File: config.mk
export PLATFORM = sky130hd
export DESIGN_NAME = escape_time_iteration_flat
export DESIGN_NICKNAME = d
export VERILOG_FILES = /design/src/hdl/eti_pkg.sv /design/src/hdl/eti_if.sv /design/src/hdl/eti_dp.sv /design/src/hdl/eti_ctrl.sv /design/src/hdl/escape_time_iteration.sv /design/src/flat_wrapper.sv
export SDC_FILE = /design/constraint.sdc
export NUM_CORES = 2
export LEC_CHECK = 0
export BUFFER_PORTS_ARGS = -buffer_cell sky130_fd_sc_hd__buf_4
export CAP_MARGIN = 20
export CORE_MARGIN = 2
export CORE_UTILIZATION = 50
export CTS_BUF_LIST = sky130_fd_sc_hd__clkbuf_8
export DETAILED_ROUTE_END_ITERATION = 8
export PLACE_DENSITY = 0.73
export SYNTH_ARGS = -nofsm -noshare
export SYNTH_HDL_FRONTEND = slang
export SYNTH_SLANG_ARGS = --single-unit
File: constraint.sdc
create_clock -name i_clk -period 26.6 [get_ports i_clk]
set_clock_uncertainty 0.2 [all_clocks]
set_input_delay 2.66 -clock i_clk [delete_from_list [all_inputs] [get_ports i_clk]]
set_output_delay 2.66 -clock i_clk [all_outputs]
set_load 0.01 [all_outputs]
File: src/hdl/eti_pkg.sv
`default_nettype none

package eti_pkg;

    // fixed field widths
    localparam int IN_BITS       = 32;
    localparam int COUNT_BITS    = 16;
    localparam int LIMIT_BITS    = 31;
    localparam int CFG_IDX_BITS  = 8;
    localparam int CFG_DATA_BITS = 32;

    // defaults for the top-level parameters
    localparam int FRAC_BITS_DEF = 28;
    localparam int WORD_BITS_DEF = 32;

    // shared multiplier works on 32-bit limbs; words are at most two limbs wide
    localparam int LIMB_BITS     = 32;
    localparam int MAX_LIMBS     = 2;
    localparam int LIMB_IDX_BITS = 1;

    // register indexes
    localparam logic [CFG_IDX_BITS-1:0] CFG_MAX_ITER   = 8'd0;
    localparam logic [CFG_IDX_BITS-1:0] CFG_ESC_LIMIT  = 8'd1;

    localparam logic [COUNT_BITS-1:0] MAX_ITER_RST  = 16'd100;
    localparam logic [LIMIT_BITS-1:0] ESC_LIMIT_RST = 31'h4000_0000;

    // which product the multiplier is building
    typedef logic [1:0] t_prod;
    localparam t_prod PROD_RE2   = 2'd0;
    localparam t_prod PROD_IM2   = 2'd1;
    localparam t_prod PROD_CROSS = 2'd2;

    typedef logic [LIMB_IDX_BITS-1:0] t_limb;

    typedef struct packed {
        logic  load;
        logic  clr;
        logic  mul;
        logic  store;
        logic  upd;
        logic  inc;
        logic  emit;
        t_prod prod;
        t_limb limb_a;
        t_limb limb_b;
    } t_cmd;

    typedef struct packed {
        logic at_limit;
        logic escaped;
        logic out_free;
    } t_stat;

endpackage

`default_nettype wire

File: src/hdl/eti_if.sv
`default_nettype none

interface eti_in_if;
    logic                                valid;
    logic                                ready;
    logic signed [eti_pkg::IN_BITS-1:0]  start_re;
    logic signed [eti_pkg::IN_BITS-1:0]  start_im;
    logic signed [eti_pkg::IN_BITS-1:0]  offset_re;
    logic signed [eti_pkg::IN_BITS-1:0]  offset_im;

    modport source (output valid, start_re, start_im, offset_re, offset_im, input ready);
    modport sink   (input valid, start_re, start_im, offset_re, offset_im, output ready);
endinterface

interface eti_out_if;
    logic                                valid;
    logic                                ready;
    logic [eti_pkg::COUNT_BITS-1:0]      step_count;

    modport source (output valid, step_count, input ready);
    modport sink   (input valid, step_count, output ready);
endinterface

interface eti_cfg_if;
    logic                                valid;
    logic                                ready;
    logic [eti_pkg::CFG_IDX_BITS-1:0]    index;
    logic [eti_pkg::CFG_DATA_BITS-1:0]   data;

    modport source (output valid, index, data, input ready);
    modport sink   (input valid, index, data, output ready);
endinterface

`default_nettype wire

File: src/hdl/eti_dp.sv
`default_nettype none

module eti_dp #(
    parameter int FRAC_BITS = eti_pkg::FRAC_BITS_DEF,
    parameter int WORD_BITS = eti_pkg::WORD_BITS_DEF
) (
    input  wire logic                                  i_clk,
    input  wire logic                                  i_rst_n,
    input  wire eti_pkg::t_cmd                         i_cmd,
    output eti_pkg::t_stat                             o_stat,
    input  wire logic signed [eti_pkg::IN_BITS-1:0]    i_start_re,
    input  wire logic signed [eti_pkg::IN_BITS-1:0]    i_start_im,
    input  wire logic signed [eti_pkg::IN_BITS-1:0]    i_offset_re,
    input  wire logic signed [eti_pkg::IN_BITS-1:0]    i_offset_im,
    input  wire logic [eti_pkg::COUNT_BITS-1:0]        i_max_iter,
    input  wire logic [eti_pkg::LIMIT_BITS-1:0]        i_esc_limit,
    output logic                                       o_out_valid,
    input  wire logic                                  i_out_ready,
    output logic [eti_pkg::COUNT_BITS-1:0]             o_step_count
);

    localparam int W      = WORD_BITS;
    localparam int LIMBS  = (WORD_BITS + eti_pkg::LIMB_BITS - 1) / eti_pkg::LIMB_BITS;
    localparam int OPW    = eti_pkg::MAX_LIMBS * eti_pkg::LIMB_BITS;
    localparam int ACCW   = 2 * LIMBS * eti_pkg::LIMB_BITS;
    localparam int SQW    = 2 * W;
    localparam int SUMW   = SQW + 1;
    localparam int EXTW   = (W > eti_pkg::IN_BITS) ? W : eti_pkg::IN_BITS;
    localparam int MAGW   = (W > eti_pkg::LIMIT_BITS) ? W : eti_pkg::LIMIT_BITS;
    localparam logic signed [W-1:0] WMAX = {1'b0, {(W-1){1'b1}}};
    localparam logic signed [W-1:0] WMIN = {1'b1, {(W-1){1'b0}}};

    function automatic logic signed [W-1:0] load_in(input logic signed [eti_pkg::IN_BITS-1:0] v);
        logic signed [EXTW-1:0] e;
        logic [EXTW-W:0]        up;
        e  = EXTW'(v);
        up = e[EXTW-1:W-1];
        if (&up || ~|up) begin
            return e[W-1:0];
        end
        return e[EXTW-1] ? WMIN : WMAX;
    endfunction

    function automatic logic signed [W-1:0] sat_sum(input logic signed [SUMW-1:0] v);
        logic [SUMW-W:0] up;
        up = v[SUMW-1:W-1];
        if (&up || ~|up) begin
            return v[W-1:0];
        end
        return v[SUMW-1] ? WMIN : WMAX;
    endfunction

    // exact magnitude: the most negative word maps to 2^(W-1)
    function automatic logic [W-1:0] mag(input logic signed [W-1:0] v);
        return v[W-1] ? W'(-v) : W'(v);
    endfunction

    logic signed [W-1:0]            r_re, r_im, r_cre, r_cim;
    logic signed [SQW-1:0]          r_sq, r_cr;
    logic [ACCW-1:0]                r_acc;
    logic [eti_pkg::COUNT_BITS-1:0] r_n;
    logic                           r_out_valid;
    logic [eti_pkg::COUNT_BITS-1:0] r_out;

    logic [W-1:0]                        mag_re, mag_im, op_a, op_b;
    logic [OPW-1:0]                      a_ext, b_ext;
    logic [eti_pkg::LIMB_BITS-1:0]       limb_a, limb_b;
    logic [2*eti_pkg::LIMB_BITS-1:0]     pp;
    logic [eti_pkg::LIMB_IDX_BITS:0]     limb_pos;
    logic [ACCW-1:0]                     n_acc;
    logic signed [SQW-1:0]               prod_val;
    logic signed [SQW-1:0]               sh_re, sh_im;
    logic signed [SUMW-1:0]              sum_re, sum_im;
    logic [MAGW-1:0]                     esc_re, esc_im, esc_lim;

    always_comb begin
        mag_re = mag(r_re);
        mag_im = mag(r_im);
        op_a   = (i_cmd.prod == eti_pkg::PROD_IM2) ? mag_im : mag_re;
        op_b   = (i_cmd.prod == eti_pkg::PROD_RE2) ? mag_re : mag_im;
        a_ext  = OPW'(op_a);
        b_ext  = OPW'(op_b);
        limb_a = a_ext[eti_pkg::LIMB_BITS*i_cmd.limb_a +: eti_pkg::LIMB_BITS];
        limb_b = b_ext[eti_pkg::LIMB_BITS*i_cmd.limb_b +: eti_pkg::LIMB_BITS];
        pp     = limb_a * limb_b;
        limb_pos = {1'b0, i_cmd.limb_a} + {1'b0, i_cmd.limb_b};
        n_acc  = r_acc + (ACCW'(pp) << (eti_pkg::LIMB_BITS * int'(limb_pos)));
        prod_val = signed'(r_acc[SQW-1:0]);

        sh_re  = r_sq >>> FRAC_BITS;
        sh_im  = r_cr >>> (FRAC_BITS - 1);
        sum_re = SUMW'(sh_re) + SUMW'(r_cre);
        sum_im = SUMW'(sh_im) + SUMW'(r_cim);

        esc_re  = MAGW'(mag_re);
        esc_im  = MAGW'(mag_im);
        esc_lim = MAGW'(i_esc_limit);
    end

    assign o_stat.at_limit = (r_n == i_max_iter);
    assign o_stat.escaped  = (esc_re > esc_lim) || (esc_im > esc_lim);
    assign o_stat.out_free = !r_out_valid || i_out_ready;

    always_ff @(posedge i_clk) begin
        if (i_cmd.load) begin
            r_re  <= load_in(i_start_re);
            r_im  <= load_in(i_start_im);
            r_cre <= load_in(i_offset_re);
            r_cim <= load_in(i_offset_im);
        end else if (i_cmd.upd) begin
            r_re <= sat_sum(sum_re);
            r_im <= sat_sum(sum_im);
        end

        if (i_cmd.clr) begin
            r_acc <= '0;
        end else if (i_cmd.mul) begin
            r_acc <= n_acc;
        end

        if (i_cmd.store) begin
            case (i_cmd.prod)
                eti_pkg::PROD_RE2:   r_sq <= prod_val;
                eti_pkg::PROD_IM2:   r_sq <= r_sq - prod_val;
                eti_pkg::PROD_CROSS: r_cr <= (r_re[W-1] ^ r_im[W-1]) ? -prod_val : prod_val;
                default:             r_cr <= r_cr;
            endcase
        end

        if (i_cmd.emit) begin
            r_out <= r_n;
        end
    end

    always_ff @(posedge i_clk) begin
        if (!i_rst_n) begin
            r_n         <= '0;
            r_out_valid <= 1'b0;
        end else begin
            if (i_cmd.load) begin
                r_n <= '0;
            end else if (i_cmd.inc) begin
                r_n <= r_n + 1'b1;
            end

            if (i_cmd.emit) begin
                r_out_valid <= 1'b1;
            end else if (i_out_ready) begin
                r_out_valid <= 1'b0;
            end
        end
    end

    assign o_out_valid  = r_out_valid;
    assign o_step_count = r_out;

endmodule

`default_nettype wire

File: src/hdl/eti_ctrl.sv
`default_nettype none

module eti_ctrl #(
    parameter int WORD_BITS = eti_pkg::WORD_BITS_DEF
) (
    input  wire logic            i_clk,
    input  wire logic            i_rst_n,
    input  wire logic            i_in_valid,
    output logic                 o_in_ready,
    input  wire eti_pkg::t_stat  i_stat,
    output eti_pkg::t_cmd        o_cmd
);

    localparam int LIMBS = (WORD_BITS + eti_pkg::LIMB_BITS - 1) / eti_pkg::LIMB_BITS;
    localparam eti_pkg::t_limb LAST_LIMB = eti_pkg::LIMB_IDX_BITS'(LIMBS - 1);

    localparam logic [2:0] ST_IDLE  = 3'd0;
    localparam logic [2:0] ST_TEST  = 3'd1;
    localparam logic [2:0] ST_MUL   = 3'd2;
    localparam logic [2:0] ST_STORE = 3'd3;
    localparam logic [2:0] ST_UPD   = 3'd4;
    localparam logic [2:0] ST_CHK   = 3'd5;
    localparam logic [2:0] ST_DONE  = 3'd6;

    logic [2:0]      r_state, n_state;
    eti_pkg::t_prod  r_prod, n_prod;
    eti_pkg::t_limb  r_la, n_la, r_lb, n_lb;

    always_comb begin
        n_state    = r_state;
        n_prod     = r_prod;
        n_la       = r_la;
        n_lb       = r_lb;
        o_cmd      = '0;
        o_in_ready = 1'b0;
        case (r_state)
            ST_IDLE: begin
                o_in_ready = 1'b1;
                if (i_in_valid) begin
                    o_cmd.load = 1'b1;
                    n_state    = ST_TEST;
                end
            end
            ST_TEST: begin
                if (i_stat.at_limit) begin
                    n_state = ST_DONE;
                end else begin
                    o_cmd.clr = 1'b1;
                    n_prod    = eti_pkg::PROD_RE2;
                    n_la      = '0;
                    n_lb      = '0;
                    n_state   = ST_MUL;
                end
            end
            ST_MUL: begin
                // one limb pair per cycle into the accumulator
                o_cmd.mul    = 1'b1;
                o_cmd.prod   = r_prod;
                o_cmd.limb_a = r_la;
                o_cmd.limb_b = r_lb;
                if (r_lb == LAST_LIMB) begin
                    n_lb = '0;
                    if (r_la == LAST_LIMB) begin
                        n_la    = '0;
                        n_state = ST_STORE;
                    end else begin
                        n_la = r_la + 1'b1;
                    end
                end else begin
                    n_lb = r_lb + 1'b1;
                end
            end
            ST_STORE: begin
                o_cmd.store = 1'b1;
                o_cmd.clr   = 1'b1;
                o_cmd.prod  = r_prod;
                case (r_prod)
                    eti_pkg::PROD_RE2: begin
                        n_prod  = eti_pkg::PROD_IM2;
                        n_state = ST_MUL;
                    end
                    eti_pkg::PROD_IM2: begin
                        n_prod  = eti_pkg::PROD_CROSS;
                        n_state = ST_MUL;
                    end
                    default: begin
                        n_state = ST_UPD;
                    end
                endcase
            end
            ST_UPD: begin
                o_cmd.upd = 1'b1;
                n_state   = ST_CHK;
            end
            ST_CHK: begin
                if (i_stat.escaped) begin
                    n_state = ST_DONE;
                end else begin
                    o_cmd.inc = 1'b1;
                    n_state   = ST_TEST;
                end
            end
            ST_DONE: begin
                if (i_stat.out_free) begin
                    o_cmd.emit = 1'b1;
                    n_state    = ST_IDLE;
                end
            end
            default: begin
                n_state = ST_IDLE;
            end
        endcase
    end

    always_ff @(posedge i_clk) begin
        if (!i_rst_n) begin
            r_state <= ST_IDLE;
            r_prod  <= eti_pkg::PROD_RE2;
            r_la    <= '0;
            r_lb    <= '0;
        end else begin
            r_state <= n_state;
            r_prod  <= n_prod;
            r_la    <= n_la;
            r_lb    <= n_lb;
        end
    end

endmodule

`default_nettype wire

File: src/hdl/escape_time_iteration.sv
// Channel   Dir  Word                                          Handshake
// i_in      in   start_re, start_im, offset_re, offset_im     valid/ready
// o_out     out  step_count                                    valid/ready
// i_cfg     in   index, data (0 max_iterations, 1 escape_limit) valid/ready, always ready
//
// One point at a time. Each step runs three products through one shared
// 32x32 multiplier, L*L limb passes each (L = ceil(WORD_BITS/32)). A finished
// point waits in DONE while the output register still holds an unread result;
// that register lets the next word in while a result waits.
// Synchronous active-low reset restores max_iterations = 100, escape_limit = 4.0.
`default_nettype none

module escape_time_iteration #(
    parameter int FRAC_BITS = eti_pkg::FRAC_BITS_DEF,
    parameter int WORD_BITS = eti_pkg::WORD_BITS_DEF
) (
    input  wire logic  i_clk,
    input  wire logic  i_rst_n,
    eti_in_if.sink     i_in,
    eti_out_if.source  o_out,
    eti_cfg_if.sink    i_cfg
);

    logic [eti_pkg::COUNT_BITS-1:0] r_max_iter;
    logic [eti_pkg::LIMIT_BITS-1:0] r_esc_limit;
    eti_pkg::t_cmd                  cmd;
    eti_pkg::t_stat                 stat;
    logic                           in_ready;

    assign i_cfg.ready = 1'b1;

    always_ff @(posedge i_clk) begin
        if (!i_rst_n) begin
            r_max_iter  <= eti_pkg::MAX_ITER_RST;
            r_esc_limit <= eti_pkg::ESC_LIMIT_RST;
        end else if (i_cfg.valid) begin
            // unknown indexes are dropped
            case (i_cfg.index)
                eti_pkg::CFG_MAX_ITER:  r_max_iter  <= i_cfg.data[eti_pkg::COUNT_BITS-1:0];
                eti_pkg::CFG_ESC_LIMIT: r_esc_limit <= i_cfg.data[eti_pkg::LIMIT_BITS-1:0];
                default: begin
                end
            endcase
        end
    end

    eti_ctrl #(
        .WORD_BITS (WORD_BITS)
    ) u_ctrl (
        .i_clk      (i_clk),
        .i_rst_n    (i_rst_n),
        .i_in_valid (i_in.valid),
        .o_in_ready (in_ready),
        .i_stat     (stat),
        .o_cmd      (cmd)
    );

    assign i_in.ready = in_ready;

    eti_dp #(
        .FRAC_BITS (FRAC_BITS),
        .WORD_BITS (WORD_BITS)
    ) u_dp (
        .i_clk        (i_clk),
        .i_rst_n      (i_rst_n),
        .i_cmd        (cmd),
        .o_stat       (stat),
        .i_start_re   (i_in.start_re),
        .i_start_im   (i_in.start_im),
        .i_offset_re  (i_in.offset_re),
        .i_offset_im  (i_in.offset_im),
        .i_max_iter   (r_max_iter),
        .i_esc_limit  (r_esc_limit),
        .o_out_valid  (o_out.valid),
        .i_out_ready  (o_out.ready),
        .o_step_count (o_out.step_count)
    );

endmodule

`default_nettype wire
File: src/flat_wrapper.sv
// flat-port wrapper written by rule: the top's interface ports become plain ports
module escape_time_iteration_flat 
#(
    parameter int FRAC_BITS = eti_pkg::FRAC_BITS_DEF,
    parameter int WORD_BITS = eti_pkg::WORD_BITS_DEF
)
  (i_clk, i_rst_n, i_in_valid, i_in_start_re, i_in_start_im, i_in_offset_re, i_in_offset_im, i_in_ready, o_out_valid, o_out_step_count, o_out_ready, i_cfg_valid, i_cfg_index, i_cfg_data, i_cfg_ready);
  eti_in_if i_in_i ();
  eti_out_if o_out_i ();
  eti_cfg_if i_cfg_i ();
  input  wire logic i_clk;
  input  wire logic i_rst_n;
  input wire logic [$bits(i_in_i.valid)-1:0] i_in_valid;
  input wire logic [$bits(i_in_i.start_re)-1:0] i_in_start_re;
  input wire logic [$bits(i_in_i.start_im)-1:0] i_in_start_im;
  input wire logic [$bits(i_in_i.offset_re)-1:0] i_in_offset_re;
  input wire logic [$bits(i_in_i.offset_im)-1:0] i_in_offset_im;
  output wire logic [$bits(i_in_i.ready)-1:0] i_in_ready;
  output wire logic [$bits(o_out_i.valid)-1:0] o_out_valid;
  output wire logic [$bits(o_out_i.step_count)-1:0] o_out_step_count;
  input wire logic [$bits(o_out_i.ready)-1:0] o_out_ready;
  input wire logic [$bits(i_cfg_i.valid)-1:0] i_cfg_valid;
  input wire logic [$bits(i_cfg_i.index)-1:0] i_cfg_index;
  input wire logic [$bits(i_cfg_i.data)-1:0] i_cfg_data;
  output wire logic [$bits(i_cfg_i.ready)-1:0] i_cfg_ready;
  assign i_in_i.valid = i_in_valid;
  assign i_in_i.start_re = i_in_start_re;
  assign i_in_i.start_im = i_in_start_im;
  assign i_in_i.offset_re = i_in_offset_re;
  assign i_in_i.offset_im = i_in_offset_im;
  assign i_in_ready = i_in_i.ready;
  assign o_out_valid = o_out_i.valid;
  assign o_out_step_count = o_out_i.step_count;
  assign o_out_i.ready = o_out_ready;
  assign i_cfg_i.valid = i_cfg_valid;
  assign i_cfg_i.index = i_cfg_index;
  assign i_cfg_i.data = i_cfg_data;
  assign i_cfg_ready = i_cfg_i.ready;
  escape_time_iteration #(.FRAC_BITS(FRAC_BITS), .WORD_BITS(WORD_BITS)) u_core (.i_clk(i_clk), .i_rst_n(i_rst_n), .i_in(i_in_i), .o_out(o_out_i), .i_cfg(i_cfg_i));
endmodule
==> impl_metrics.ini <==
[run_status]
status = finished clean

[clock_tree]
cts_made_buffers = 72
htree_levels = 3
cts_resized = 0
path_clk_slew_ps = 70
insertion_delay_ps = 760
cts-root-buf = clkbuf_8
cts_tree = built
post-cts-setup-buffer-count = 0
clock-sinks = 378
clk_path_buf_depth = 3
hold_buffers = 0

[yosys]
ys_seq_area_share_pct = 16.09
synth.avg_cell_area_um2 = 8.561
yosysTopAreaCell = fa_1
syn_area_mm2 = 0.06226
synth_commonest_cells = inv_1, nand2_1, fa_1
syn-num-nets = 8881
synth_seq_cells = 378
synthTopCellsByArea = fa_1, edfxtp_1, ha_1, inv_1, nand2_1
synth_ff_type = edfxtp_1
synth_most_common_cell = inv_1
synth.distinct_cells = 90
synth_top_area_share_pct = 28.94
synth_warnings = 0
synth-edff-count = 245
ys_async_sr_fraction_pct = 0
synthCells = 7273

[critical_path]
slowest_delay_ps = 950
cp_max_fo = 75
cpMaxStageDelayCell = and3b_4
end_kind = flop
r2r_slack_ps = 12050
cp.arrival_ps = 15040
cpMostUsedCell = fa_1
required_ps = 27090
path_class = reg -> reg
startpoint_type = flop

[detailed_routing]
drc = 0
drt_wl_total_mm = 204.3
wl_per_cell_um = 22.66
via_per_inst = 5.893
ant_nets = 0
via_count = 53120
drt-pass1-iter-count = 7
drt_iter0_drc = 5416

[die]
ioPinCount = 192
dieArea_mm2 = 0.1274
die-width_um = 356.9
start_util_pct = 50.36
core-area_mm2 = 0.1236
die_h_um = 356.9
rows = 129

[timing]
drv_slew = 0
tns_ps = 0
period_share_pct = 54.70
clock.fmax_mhz = 68.73
worstMarginPinSlew_ps = 1182
setup_viol = 0
max-slew-margin-rel_pct = 20.65
hold_viol = 0
period_needed_ps = 14550
rsz0062_at_grt = false

[global_routing]
antenna_found_initial = 4
grt_max_degree = 104
grt_pass1_vias = 53280
grt_usage_pct = 32.40
grt_overflow = 0
grt_pass1_wl_mm = 314.2

[layout]
nNetsFinal = 8927
synthToLayoutAreaGrowth_pct = 8.000
n_antenna_cell = 0
layout-drive-gt1-share_pct = 6.900

[place]
gp_congestion = 1.008
dpl.hpwl_mm = 163.5
portBuffers = 189

[flow_run]
cap_violations = 0

[min_path]
hold_class = reg -> reg
critical path, delay by kind of cell, from the launching register on:
| family | cells | cell delay, ps |
|---|---|---|
| flip-flops | 1 | 690 |
| AO/OA/AOI/OAI | 18 | 4390 |
| AND/OR/NAND/NOR | 4 | 2070 |
| XOR/XNOR | 1 | 230 |
| multiplexers | 2 | 650 |
| adder cells (fa/ha/maj) | 10 | 4880 |
| buffers and inverters | 4 | 1310 |
worst paths after layout:
check	from	to	depth (start not counted)
max	u_core.u_ctrl.r_state[1]	u_core.u_dp.prod_val[63]	39
min	u_core.r_esc_limit[24]	u_core.r_esc_limit[24]	2
max reg2reg	u_core.u_ctrl.r_state[1]	u_core.u_dp.prod_val[63]	39
min reg2reg	u_core.r_esc_limit[24]	u_core.r_esc_limit[24]	2
per-stage QoR:
| step | area, um2 | setup WS, ps | cells | utilization, % | hold slack, ps |
|---|---|---|---|---|---|
| finish | 67250 | 12050 | 9014 | 54.39 | 266.1 |
| global route | 67250 | 11510 | 9014 | 54.39 | 296.7 |
| CTS | 67160 | 12220 | 9009 | 54.32 | 268.5 |
| detailed placement | 65550 | 12270 | 8877 | 53.02 | 260.2 |
| global placement | 65520 | 12400 | 8874 | 53.00 | 254.4 |
| floorplan | 62260 | 14530 | 7273 | - | 243.5 |
state kept, by name (all words and copies together) (netlist names), 31 cells and up:
register,cells
u_core.r_esc_limit,31
u_core.u_dp.prod_val,64
u_core.u_dp.r_cim,32
u_core.u_dp.r_cr,37
u_core.u_dp.r_cre,32
u_core.u_dp.r_im,32
u_core.u_dp.r_re,32
u_core.u_dp.r_sq,64
layout make-up:
class	count	area, um2
tap	1637	2048
inverter	1089	4090
fill	11320	56390
clock buffer	83	1142
timing repair buffer	322	2465
multi-input combinational	5456	47010
sequential	378	10020
clock inverter	49	473.0
placed cells by master (no fill, tap or decap), types with 134 or more instances in the layout:
cell,netlist,routed
inv_1,1086,1103
nand2_1,1028,1028
fa_1,900,900
nor2_1,732,730
ha_1,535,535
a21oi_1,339,336
buf_4,1,317
edfxtp_1,245,245
a21o_1,229,229
o21ai_0,210,203
xnor2_1,200,200
xor2_1,135,134
kinds of logic (layout without fill, tap and decap cells):
group / count (synthesis) / in the layout / synth area share, %
AO/OA/AOI/OAI: 1370 / 1370 / 14.44
XOR/XNOR: 335 / 335 / 4.712
adder cells (fa/ha/maj): 1435 / 1435 / 39.69
buffers and inverters: 1439 / 1543 / 8.737
flip-flops: 378 / 378 / 16.09
multiplexers: 35 / 35 / 0.5627
other: 1 / 1 / 0.006023
AND/OR/NAND/NOR: 2280 / 2280 / 15.76
layer usage:
layer	wire length (um)	GRT usage, %	vias to the layer above
met5	49	0	-
met3	21130	7.464	571
li1	-	-	23880
met4	11450	15.00	8
met2	90810	50.88	2653
met1	80850	42.61	26010
Power is left out: the tool's default activity adds up to more than one toggle a clock period on the data nets, which glitch-free logic cannot reach.
